## src/vna_pkg.sv

```systemverilog
// Shared constants, codes and controller/datapath interface types for the normal averager.
`timescale 1ns / 1ps
package vna_pkg;

  localparam int VNA_VERTS    = 1024;
  localparam int VNA_IDX_W    = $clog2(VNA_VERTS);
  localparam int VNA_POS_W    = 24;
  localparam int VNA_EDGE_W   = VNA_POS_W + 1;
  localparam int VNA_PROD_W   = 2 * VNA_EDGE_W;
  localparam int VNA_CROSS_W  = VNA_PROD_W + 1;
  localparam int VNA_SUM_W    = 64;
  localparam int VNA_CNT_W    = 12;
  localparam int VNA_MAX_FACES = 2048;
  localparam logic [VNA_CNT_W-1:0] VNA_CNT_CAP =
    VNA_CNT_W'((VNA_MAX_FACES < 4095) ? VNA_MAX_FACES : 4095);
  localparam int VNA_NRM_W    = 16;
  localparam int VNA_MAG_W    = 30;
  localparam int VNA_SQ_W     = 2 * VNA_MAG_W + 2;
  localparam int VNA_ROOT_W   = VNA_MAG_W + 1;
  localparam int VNA_FRAC_W   = 15;
  localparam int VNA_NUM_W    = VNA_MAG_W + VNA_FRAC_W + 1;
  localparam int VNA_DIV_STEPS = VNA_NRM_W;
  localparam int VNA_SQRT_STEPS = VNA_SQ_W / 2;
  localparam int VNA_ACC_W    = 3 * VNA_SUM_W + VNA_CNT_W;
  localparam int VNA_STEP_W   = VNA_IDX_W;
  localparam int VNA_IN_DATA_W  = 112;
  localparam int VNA_OUT_DATA_W = 72;

  typedef enum logic [1:0] {
    OP_LOAD  = 2'd0,
    OP_TRI   = 2'd1,
    OP_QUERY = 2'd2,
    OP_CLEAR = 2'd3
  } vna_op_t;

  typedef enum logic [3:0] {
    PH_IDLE,
    PH_CLEAR,
    PH_LOAD,
    PH_RD_POS,
    PH_EDGE,
    PH_MUL,
    PH_ACC_RD,
    PH_ACC_WR,
    PH_Q_RD,
    PH_Q_MAG,
    PH_SHIFT,
    PH_SQ,
    PH_SQRT,
    PH_DIV,
    PH_OUT
  } vna_phase_t;

  typedef struct packed {
    vna_phase_t              phase;
    logic [VNA_STEP_W-1:0]   step;
    logic [1:0]              lane;
  } vna_cmd_t;

  typedef struct packed {
    logic dup_b;
    logic dup_c;
    logic big;
    logic unused;
    logic out_free;
  } vna_sts_t;

endpackage

```

## src/vna_ctrl.sv

```systemverilog
// Controller state machine sequencing the clear sweep, loads, triangles and queries.
`timescale 1ns / 1ps
module vna_ctrl (
  input  logic               clk,
  input  logic               rst_n,
  input  logic               in_tvalid,
  input  vna_pkg::vna_op_t   in_op,
  output logic               in_tready,
  output vna_pkg::vna_cmd_t  cmd,
  input  vna_pkg::vna_sts_t  sts
);
  import vna_pkg::*;

  typedef enum logic [3:0] {
    S_CLEAR, S_IDLE, S_LOAD, S_RD_POS, S_EDGE, S_MUL, S_ACC_RD, S_ACC_WR,
    S_Q_RD, S_Q_MAG, S_SHIFT, S_SQ, S_SQRT, S_DIV, S_OUT
  } state_t;

  state_t                 state_r;
  logic [VNA_STEP_W-1:0]  cnt_r;
  logic [1:0]             lane_r;
  logic                   skip;

  assign in_tready = (state_r == S_IDLE);
  assign skip = (cnt_r[1:0] == 2'd1 && sts.dup_b) || (cnt_r[1:0] == 2'd2 && sts.dup_c);

  always_comb begin
    cmd.step = cnt_r;
    cmd.lane = lane_r;
    case (state_r)
      S_CLEAR:  cmd.phase = PH_CLEAR;
      S_IDLE:   cmd.phase = PH_IDLE;
      S_LOAD:   cmd.phase = PH_LOAD;
      S_RD_POS: cmd.phase = PH_RD_POS;
      S_EDGE:   cmd.phase = PH_EDGE;
      S_MUL:    cmd.phase = PH_MUL;
      S_ACC_RD: cmd.phase = PH_ACC_RD;
      S_ACC_WR: cmd.phase = PH_ACC_WR;
      S_Q_RD:   cmd.phase = PH_Q_RD;
      S_Q_MAG:  cmd.phase = PH_Q_MAG;
      S_SHIFT:  cmd.phase = PH_SHIFT;
      S_SQ:     cmd.phase = PH_SQ;
      S_SQRT:   cmd.phase = PH_SQRT;
      S_DIV:    cmd.phase = PH_DIV;
      S_OUT:    cmd.phase = PH_OUT;
      default:  cmd.phase = PH_IDLE;
    endcase
  end

  always_ff @(posedge clk) begin
    if (!rst_n) begin
      state_r <= S_CLEAR;
      cnt_r   <= '0;
      lane_r  <= '0;
    end else begin
      case (state_r)
        S_CLEAR: begin
          if (cnt_r == VNA_STEP_W'(VNA_VERTS - 1)) begin
            state_r <= S_IDLE;
            cnt_r   <= '0;
          end else begin
            cnt_r <= cnt_r + 1'b1;
          end
        end
        S_IDLE: begin
          cnt_r  <= '0;
          lane_r <= '0;
          if (in_tvalid) begin
            case (in_op)
              OP_LOAD:  state_r <= S_LOAD;
              OP_TRI:   state_r <= S_RD_POS;
              OP_QUERY: state_r <= S_Q_RD;
              OP_CLEAR: state_r <= S_CLEAR;
              default:  state_r <= S_IDLE;
            endcase
          end
        end
        S_LOAD: state_r <= S_IDLE;
        S_RD_POS: begin
          if (cnt_r == VNA_STEP_W'(2)) begin
            state_r <= S_EDGE;
            cnt_r   <= '0;
          end else begin
            cnt_r <= cnt_r + 1'b1;
          end
        end
        S_EDGE: state_r <= S_MUL;
        S_MUL: begin
          if (cnt_r == VNA_STEP_W'(6)) begin
            state_r <= S_ACC_RD;
            cnt_r   <= '0;
          end else begin
            cnt_r <= cnt_r + 1'b1;
          end
        end
        S_ACC_RD: begin
          if (skip) begin
            if (cnt_r == VNA_STEP_W'(2)) state_r <= S_IDLE;
            else cnt_r <= cnt_r + 1'b1;
          end else begin
            state_r <= S_ACC_WR;
          end
        end
        S_ACC_WR: begin
          if (cnt_r == VNA_STEP_W'(2)) begin
            state_r <= S_IDLE;
          end else begin
            cnt_r   <= cnt_r + 1'b1;
            state_r <= S_ACC_RD;
          end
        end
        S_Q_RD: state_r <= S_Q_MAG;
        S_Q_MAG: state_r <= sts.unused ? S_OUT : S_SHIFT;
        S_SHIFT: begin
          if (!sts.big) begin
            state_r <= S_SQ;
            cnt_r   <= '0;
          end
        end
        S_SQ: begin
          if (cnt_r == VNA_STEP_W'(3)) begin
            state_r <= S_SQRT;
            cnt_r   <= '0;
          end else begin
            cnt_r <= cnt_r + 1'b1;
          end
        end
        S_SQRT: begin
          if (cnt_r == VNA_STEP_W'(VNA_SQRT_STEPS)) begin
            state_r <= S_DIV;
            cnt_r   <= '0;
            lane_r  <= '0;
          end else begin
            cnt_r <= cnt_r + 1'b1;
          end
        end
        S_DIV: begin
          if (cnt_r == VNA_STEP_W'(VNA_DIV_STEPS + 1)) begin
            cnt_r <= '0;
            if (lane_r == 2'd2) state_r <= S_OUT;
            else lane_r <= lane_r + 1'b1;
          end else begin
            cnt_r <= cnt_r + 1'b1;
          end
        end
        S_OUT: begin
          if (sts.out_free) state_r <= S_IDLE;
        end
        default: state_r <= S_IDLE;
      endcase
    end
  end

endmodule

```

## config.mk

```make
export PLATFORM = sky130hd
export DESIGN_NAME = vna_ctrl
export DESIGN_NICKNAME = d
export VERILOG_FILES = /design/src/vna_pkg.sv /design/src/vna_ctrl.sv
export SDC_FILE = /design/constraint.sdc
export NUM_CORES = 1
export LEC_CHECK = 0
export BUFFER_PORTS_ARGS = -buffer_cell sky130_fd_sc_hd__clkbuf_2
export CAP_MARGIN = 20
export CELL_PAD_IN_SITES_DETAIL_PLACEMENT = 1
export CELL_PAD_IN_SITES_GLOBAL_PLACEMENT = 1
export CORE_AREA = 2 2 85 55
export DETAILED_ROUTE_END_ITERATION = 8
export DIE_AREA = 0 0 87 57
export GPL_TIMING_DRIVEN = 1
export PLACE_DENSITY_LB_ADDON = 0.1
export SYNTH_ARGS = -nofsm -noshare
export SYNTH_HDL_FRONTEND = slang
export SYNTH_SLANG_ARGS = --single-unit
```

## constraint.sdc

```tcl
create_clock -name clk -period 3.2 [get_ports clk]
set_input_delay 0.16 -clock clk [delete_from_list [all_inputs] [get_ports clk]]
set_output_delay 0.16 -clock clk [all_outputs]
set_load 0.02 [all_outputs]
```

* Word level (Yosys, flattened, before mapping)
Memory sizes are Yosys's and may differ from the RTL's. A register that Yosys moved wholly into a read port is not among the register bits.
Index checks and enable logic that the tools add are counted.
** Operators by class
- Add/sub/neg operators :: 2
- Equal/unequal tests :: 38
- Mux-type cells :: 32
- Reductions and logical operators :: 10
** Operators by type and width (count)
- 10-bit one-hot mux with 10 select lines :: 1
- 10-bit 2-to-1 mux :: 9
- 4-bit 2-to-1 mux :: 14
- 4-bit one-hot mux with 14 select lines :: 1
- 4-bit == test, second input constant :: 7
- 2-bit != test, second input constant :: 12
- 10-bit by 2-bit == test with 1-bit output, second input constant :: 2
- 10-bit by 5-bit == test with 1-bit output, second input constant :: 2
- 4-bit by 3-bit == test with 1-bit output, second input constant :: 4
- 4-bit one-hot mux with 4 select lines :: 1
- 11-bit AND reduction :: 1
- 10-bit by 1-bit adder with 10-bit output, second input constant :: 1
- 10-bit == test, second input constant :: 1
- 10-bit by 3-bit == test with 1-bit output, second input constant :: 1
- 10-bit nonzero test :: 1
- 2-bit == test, second input constant :: 4
- 2-bit 2-to-1 mux :: 3
- 3-bit 2-to-1 mux :: 2
- 2-bit one-hot mux with 3 select lines :: 1
- 2-bit by 1-bit == test with 1-bit output, second input constant :: 2
- 4-bit by 1-bit == test with 1-bit output, second input constant :: 1
- 4-bit by 2-bit == test with 1-bit output, second input constant :: 1
- 4-bit logical NOT :: 1
- 4-bit AND reduction :: 1
- 7 further kinds :: 8
** Word-level totals
- Register bits after elaboration :: 16
- Memory bits (read-only) :: 64
- Input port bits :: 10
- Output and inout bits :: 17
- Word-level logic and storage cells :: 86
- Memories :: 1
** Memory list
- (no name shown) :: words 16, width 4, read ports 1, clocked after Yosys merged registers in 1, wr ports 0, RTL line vna_ctrl.sv:30 : case (state_r)

* Logic depth before layout (Yosys ltp)
Gate-level depths: netlist of run 1.
- Depth in word-level cells :: 7
- Mapped depth :: 12
- Gate-level depth less buffers :: 12

* Worst setup path after synthesis of run 1
Ideal clock, no wire load.
- Kind :: reg-to-reg
- Start :: register cnt_r[1]
- End :: register cmd[12] (netlist name)
- Library setup time :: 0.119 ns
- Arrival time :: 3.274 ns
- Required time :: 3.081 ns
- Path slack :: -0.193 ns
- Stages on the path, launching flop included :: 12
- Buffers on the path :: 0
- Period minus slack after synthesis :: 3.393 ns
- Cells stage by stage :: dfxtp_1 ha_1 or4b_1 nor3_1 o211ai_1 nor4b_1 mux2i_1 nor2_1 inv_1 ha_1 or3_1 o221a_1
** Between the ends
- Longest elaborated chain between the ends :: 7
- Elaborated cells on any way between the ends :: 24
- Classes of those cells :: 15 x eq/ne; 5 x mux; 4 x reduce/logical
** RTL lines
- start, declared :: RTL line vna_ctrl.sv:20 : logic [VNA_STEP_W-1:0] cnt_r;
- start signal, assigned :: RTL line vna_ctrl.sv:62 : cnt_r <= cnt_r + 1'b1;
- start signal, assigned :: RTL line vna_ctrl.sv:84 : cnt_r <= cnt_r + 1'b1;
- start signal, assigned :: RTL line vna_ctrl.sv:93 : cnt_r <= cnt_r + 1'b1;
- 2-bit by 1-bit == test with 1-bit output or 2-bit == test (tied branches) :: RTL line vna_ctrl.sv:25 : assign skip = (cnt_r[1:0] == 2'd1 && sts.dup_b) || (cnt_r[1:0] == 2'd2 && sts.dup_c);
- 1-bit logical AND :: RTL line vna_ctrl.sv:25
- 1-bit logical OR :: RTL line vna_ctrl.sv:25
- 3-bit != test (no source line) or 4-bit 2-to-1 mux (tied branches)
- 11-bit AND reduction (no source line) or 4-bit one-hot mux with 14 select lines (tied branches)
- 4-bit 2-to-1 mux (no source line) * (2 in series)
Every way passes the cells marked *; elsewhere a longest branch is shown, timed or not.
A chain may end at the register's enable or synchronous reset.

* Worst setup path after layout of run 1
- Start :: register cnt_r[1]
- End :: register cmd[12] (netlist name)
** Between the ends
- Longest elaborated chain between the ends :: 7
- Elaborated cells on any way between the ends :: 24
- Classes of those cells :: 15 x eq/ne; 5 x mux; 4 x reduce/logical
** RTL lines (RTL line)
- 2-bit by 1-bit == test with 1-bit output or 2-bit == test (tied branches) :: vna_ctrl.sv:25
- 1-bit logical AND :: vna_ctrl.sv:25
- 1-bit logical OR :: vna_ctrl.sv:25
- 3-bit != test (no source line) or 4-bit 2-to-1 mux (tied branches)
- 11-bit AND reduction (no source line) or 4-bit one-hot mux with 14 select lines (tied branches)
- 4-bit 2-to-1 mux (no source line) * (2 in series)
Marks and branches as above.

==> impl_metrics.yaml, run 1 <==
sta:
  clock_skew_ns: 0.008794
  finalMaxSlewViolations: 0
  max_slew_margin: 0.6034
  final_min_period_over_clock_period: 0.9690
  timing.fmax_mhz: 322.5
  final_period_minus_worst_setup_slack_ns: 3.101
  final-hold-violation-count: 0
  timing.final.setup_violations: 0
  timing_worst_slew_pin_value_ns: 0.5873
worst_setup_path:
  timing.critical_path.cells: "ha_2 -> or4b_1 -> nor3_2 -> o211ai_1 -> nor4b_4 -> nand4_1 -> o211a_1 -> ha_1 -> or3_1 -> o221a_1"
  timing.critical_path.buf_inv: 0
  end_kind: "flip-flop"
  largest_delay_share_family_worst_path: "simple AND/OR/NAND/NOR gates"
  worstPathMaxFanout: 7
  setup.worst_path.start_class: "flip-flop"
  cp.required_ns: 3.35
  worst_path_largest_cell_delay_ns: 0.52
  cp_slowest_cell: "sky130_fd_sc_hd__or4b_1"
  timing.reg2reg.worst_path_depth: 10
  crit_path_cell_count: 10
  worst-setup-path-type: "flip-flop to flip-flop"
  arrival_time_at_the_worst_endpoint_ns: 3.26
global_routing:
  grt_max_degree: 15
  grt_antenna_before_repair: 0
  gr-usage-all-layers: 0.2041
  vias_in_the_first_global_route: 1489
  first_pass_grt_wire_length_mm: 7.838
  gr-total-overflow: 0
cells_and_area:
  synthToLayoutAreaGrowth_pct: 25.61
  drive_gt1_frac: 0.2986
  final_net_count: 240
  fin_cells: 273
  design_area_mm2: 0.001872
  antennaDiodeCount: 0
detailed_routing:
  drc_errors: 0
  dr.pass1.iters: 4
  routedWlPerCell_um: 17.87
  dr_total_vias: 1506
  drtAntennaViolNets: 0
  top_signal_layer_used: "met4"
  wl_met3_um: 211
  viasPerCell: 5.516
  met1_length_mm: 2.535
  wirelength_mm: 4.879
  wl_met2_mm: 2.107
  drtIter0Drc: 92
placed_design:
  place.detailed.instances: 266
  port_buffers: 26
  gp_routability_congestion: 0.8191
  placement.cell_area_mm2: 0.001768
  detailed_place_hpwl_mm: 3.697
power:
  share_of_total_power_consumed_by_net_switching: 0.2530
  total_leakage_power_nw: 0.7795
  power.switching_w: 0.0001206
  cellPowerDensity_mw_per_mm2: 254.6
  internal_power_w: 0.0003559
  p_clk_frac: 0.363
  p_comb_frac: 0.102
  ir_worst_vdd_uv: 105.0
  seqPwrFrac: 0.535
logic_synthesis:
  yosysWarnings: 0
  yosysUniqueCellTypes: 54
  yosysSeqAreaShare: 0.2687
  mappedNetlistNets: 201
  syn-instance-count: 184
  synth_edf_count: 0
  synth.ff_latch_count: 20
  synth-async-reset-ratio: 0
  synthFlopType: "sky130_fd_sc_hd__dfxtp_1"
  synth.cell_area_mm2: 0.001490
  avgSynthCellArea_um2: 8.099
clocking:
  cts_hold_fix_bufs: 0
  cts-root-to-sink-buffers: 2
  clock_insertion_delay_worst_skew_ns: 0.27
  clk_root_buffer_cell: "sky130_fd_sc_hd__clkbuf_8"
  cts.sinks: 20
  htree_levels: 1
  cts_inserted_buffers: 3
  clkTransAtPathRegs_ns: 0.08
  tritoncts: "done"
floorplanning:
  dieArea_mm2: 0.004959
  boundaryPins: 27
  chipHeight_um: 57
  core.rowCount: 19
  core_area_mm2: 0.004255
  fp.dieW_um: 87
  initial_utilization: 0.3502
run:
  cap_viol_max_count: 0
hold_path:
  hold_path_depth: 2
  hp-class: "input pin to flip-flop"
run_status:
  outcome: "completed"
layout make-up:
type	instances	area, um2
Inverter	9	33.78
Tap cell	52	65.06
Timing Repair Buffer	46	277.8
Clock buffer	3	41.29
Sequential cell	20	407.9
Fill cell	531	2384
Multi-Input combinational cell	143	1046
through the flow:
stage	total power (W)	worst slack (ns)	TNS (ns)	utilization	hold slack [ns]
after detailed placement	0.0003080	0.03245	0	0.4155	0.5076
after global routing	0.0005007	-0.01934	-0.02839	0.4399	0.2714
after floorplan	0.0002868	0.01881	0	-	0.4911
after CTS	0.0004814	0.05227	0	0.4272	0.2568
after global placement	0.0003065	0.1655	0	0.4155	0.4916
final	0.0004765	0.09927	0	0.4399	0.2764
placed cells by master, fill, tap and decap left out, drive strengths merged, types with 3 or more instances in the layout:
master | synthesis | routed
and4 | 3 | 3
nand4 | 3 | 3
nand2b | 7 | 7
a211oi | 5 | 5
or3b | 3 | 3
or4b | 3 | 3
nor2 | 22 | 22
a21oi | 7 | 7
dfxtp | 20 | 20
ha | 7 | 7
or4 | 3 | 3
xnor2 | 5 | 5
and3 | 3 | 3
nand3 | 4 | 4
inv | 9 | 9
buf | 1 | 20
nand2 | 14 | 14
xor2 | 6 | 6
nor3 | 3 | 3
mux2i | 3 | 3
clkbuf | 11 | 29
o21ai | 5 | 5
metal layers:
layer | vias up | track usage
met1 | 726 | 0.3174
met3 | 2 | 0.03039
met2 | 37 | 0.2977
li1 | 741 | -
met4 | 0 | 0.04018
met5 | - | 0
power by group through the flow:
stage | sequential (W) | combinational [W] | clock (W)
2_1_floorplan | 0.000266 | 0.0000210 | 0
3_3_place_gp | 0.000261 | 0.0000452 | 0
3_5_place_dp | 0.000262 | 0.0000464 | 0
4_1_cts | 0.000256 | 0.0000468 | 0.000179
5_1_grt | 0.000256 | 0.0000528 | 0.000192
6_report | 0.000255 | 0.0000487 | 0.000173
sequential cells by signal, summed over array words and instances (netlist names):
register  flops
cnt_r        10
lane_r        2
state_r       4
cmd           4
Yosys cell counts, drive strengths merged, types with 4 or more instances:
library cell,number,share of area
nand2b,7,0.029
nor2,22,0.055
dfxtp,20,0.27
xnor2,5,0.029
a21oi,7,0.024
a211oi,5,0.025
nand2,14,0.035
clkbuf,11,0.028
xor2,6,0.035
o21ai,5,0.017
inv,9,0.023
nand3,4,0.013
ha,7,0.059
worst reg2reg max path: cells and delay by family, from the launching register on:
family | cells | cell delay [ns]
AOI/OAI and AO/OA | 3 | 0.50
adders and majority gates | 2 | 0.49
DFF | 1 | 0.38
and+or+nand+nor | 5 | 1.63
repair_timing:
action	4_1_cts	5_1_grt
gates resized for setup	1	8
setup endpoints to repair	1	1
setup buffers	0	3
cloned	0	0
pin swaps	0	8
worst paths after layout:
| check | from | end | slack, ns |
|---|---|---|---|
| worst min-delay path | rst_n | state_r[0] | 0.28 |
| worst max-delay path | cnt_r[1] | cmd[12] | 0.1 |
| worst max register to register | cnt_r[1] | cmd[12] | 0.1 |
| worst min register to register | lane_r[0] | lane_r[0] | 0.51 |
cells by family after synthesis:
group / share of synthesized area
mux: 0.04450
compound gates: 0.1872
buf+inv: 0.05289
xor+xnor: 0.06465
flops: 0.2687
fa+ha+maj: 0.05877
simple gates: 0.3233
Note: power is estimated with default switching activity, not from simulation.
==> inputs of run 2 (changes only) <==
--- a/config.mk
+++ b/config.mk
@@ -5,13 +5,14 @@
 export SDC_FILE = /design/constraint.sdc
 export NUM_CORES = 1
 export LEC_CHECK = 0
+export ABC_CLOCK_PERIOD_IN_PS = 3200
 export BUFFER_PORTS_ARGS = -buffer_cell sky130_fd_sc_hd__clkbuf_2
 export CAP_MARGIN = 20
 export CELL_PAD_IN_SITES_DETAIL_PLACEMENT = 1
 export CELL_PAD_IN_SITES_GLOBAL_PLACEMENT = 1
-export CORE_AREA = 2 2 85 55
+export CORE_AREA = 3 3 86 56
 export DETAILED_ROUTE_END_ITERATION = 8
-export DIE_AREA = 0 0 87 57
+export DIE_AREA = 0 0 89 59
 export GPL_TIMING_DRIVEN = 1
 export PLACE_DENSITY_LB_ADDON = 0.1
 export SYNTH_ARGS = -nofsm -noshare
==> impl_metrics.yaml, run 2 (synthesis gave the netlist of run 1 again) <==
run_status:
  outcome: "completed"
cells_and_area:
  antennaDiodeCount: 0
  layout.cells.most_common_list: "26 x sky130_fd_sc_hd__clkbuf_2, 25 x sky130_fd_sc_hd__buf_4, 22 x sky130_fd_sc_hd__nor2_1"
  final_net_count: 246
  num-fill-cells: 471
  number_of_flip_flops_under_the_largest_register_name: 10
  synthToLayoutAreaGrowth_pct: 30.65
  max_flop_register: "cnt_r"
  drive_gt1_frac: 0.3246
  final_common_cell: "sky130_fd_sc_hd__clkbuf_2"
  register_area_um2: 406.6
  multi_input_comb_area_mm2: 0.001050
sta:
  setup_total_negative_slack_ns: 0
  max_slew_margin: 0.6707
  final-hold-violation-count: 0
  final_min_period_over_clock_period: 0.9819
  final_period_minus_worst_setup_slack_ns: 3.142
  clock_skew_ns: 0.006214
  finalWorstSetupSlack_ns: 0.05777
  timing_worst_slew_pin_value_ns: 0.4875
  timing.final.setup_violations: 0
  timing.fmax_mhz: 318.2
  finalMaxSlewViolations: 0
hold_path:
  hp-class: "input pin to flip-flop"
global_routing:
  grt_max_degree: 17
  first_pass_grt_wire_length_mm: 7.803
  gr-usage-all-layers: 0.1934
  grt_antenna_before_repair: 0
  gr-total-overflow: 0
  vias_in_the_first_global_route: 1507
placed_design:
  place_worst_setup_slack_ns: -0.04405
  detailed_place_hpwl_mm: 3.722
  gp_routability_congestion: 0.9473
  port_buffers: 26
worst_setup_path:
  arrival_time_at_the_worst_endpoint_ns: 3.30
  worst-setup-path-type: "flip-flop to flip-flop"
  end_kind: "flip-flop"
  worstPathMaxFanout: 7
  cp.required_ns: 3.36
  setup.worst_path.start_class: "flip-flop"
detailed_routing:
  wirelength_mm: 5.000
  routedWlPerCell_um: 17.99
  viasPerCell: 5.680
  drtIter0Drc: 130
  dr.pass1.iters: 4
  drtAntennaViolNets: 0
  drc_errors: 0
  dr_total_vias: 1579
clocking:
  htree_levels: 1
  cts.sinks: 20
  cts-root-to-sink-buffers: 2
  clk_root_buffer_cell: "sky130_fd_sc_hd__clkbuf_8"
  cts_hold_fix_bufs: 0
  clock_insertion_delay_worst_skew_ns: 0.27
  tritoncts: "done"
  clkTransAtPathRegs_ns: 0.09
  cts_inserted_buffers: 3
floorplanning:
  chipHeight_um: 59
  fp.dieW_um: 89
  core.rowCount: 18
  core_area_mm2: 0.004031
  initial_utilization: 0.3696
  boundaryPins: 27
  dieArea_mm2: 0.005251
power:
  total_leakage_power_nw: 0.8208
  cellPowerDensity_mw_per_mm2: 295.4
  ir_worst_vdd_uv: 151.4
run:
  cap_viol_max_count: 0
[run 2: layout make-up]
class,count,share of cell area
inverters,9,0.01735
repair buffers,52,0.1658
clock buffers,3,0.02121
flip-flops and latches,20,0.2089
clock inverters,1,0.01542
well taps,50,0.03213
multi-input cells,143,0.5392
[run 2: worst paths after layout]
path | slack, ns | cells after the start | from | end
setup / recovery | 0.06 | 10 | cnt_r[1] | cmd[12]
hold reg to reg | 0.53 | 2 | lane_r[0] | lane_r[0]
hold / removal | 0.25 | 2 | rst_n | state_r[0]
setup reg to reg | 0.06 | 10 | cnt_r[1] | cmd[12]
[run 2: critical path, cell delays in order (launching register included)]
cell	delay, ns
sky130_fd_sc_hd__dfxtp_4	0.38
sky130_fd_sc_hd__ha_2	0.20
sky130_fd_sc_hd__or4b_4	0.49
sky130_fd_sc_hd__nor3_4	0.19
sky130_fd_sc_hd__o211ai_1	0.18
sky130_fd_sc_hd__nor4b_4	0.40
sky130_fd_sc_hd__nand4_1	0.19
sky130_fd_sc_hd__o211a_1	0.22
sky130_fd_sc_hd__ha_1	0.28
sky130_fd_sc_hd__or3_1	0.37
sky130_fd_sc_hd__o221a_1	0.13
[run 2: what timing repair did]
item	4_1_cts	5_1_grt
gates resized for setup	2	8
pin swaps	0	5
endpoints found under the setup margin	1	2
setup buffers	0	6
[run 2: per-layer routing]
metal  up-vias  part of all wire  track usage
met4         0            0.0040      0.01911
met1       761              0.48       0.2936
met3         4             0.078      0.05000
met5         -                 0            0
met2        55              0.44       0.2844
li1        759                 -            -
[run 2: power by group]
| part | switching, W | internal (W) | leakage (nW) | total (W) |
|---|---|---|---|---|
| clock network | 0.0000959 | 0.000167 | 0.0357 | 0.000263 |
| logic | 0.0000287 | 0.0000261 | 0.622 | 0.0000548 |
| registers | 0.00000480 | 0.000252 | 0.163 | 0.000257 |
[run 2: per-stage QoR]
stage / util / std cells / hold slack, ns / cell area [um2] / total power [W]
finish: 0.4829 / 278 / 0.2497 / 1947 / 0.0005750
CTS: 0.4649 / 271 / 0.2450 / 1874 / 0.0005735
global placement: 0.4435 / 267 / 0.4971 / 1788 / 0.0003070
floorplan: - / 184 / 0.4911 / 1498 / 0.0002868
global route: 0.4829 / 278 / 0.2551 / 1947 / 0.0006021
detailed placement: 0.4435 / 267 / 0.5218 / 1788 / 0.0003085
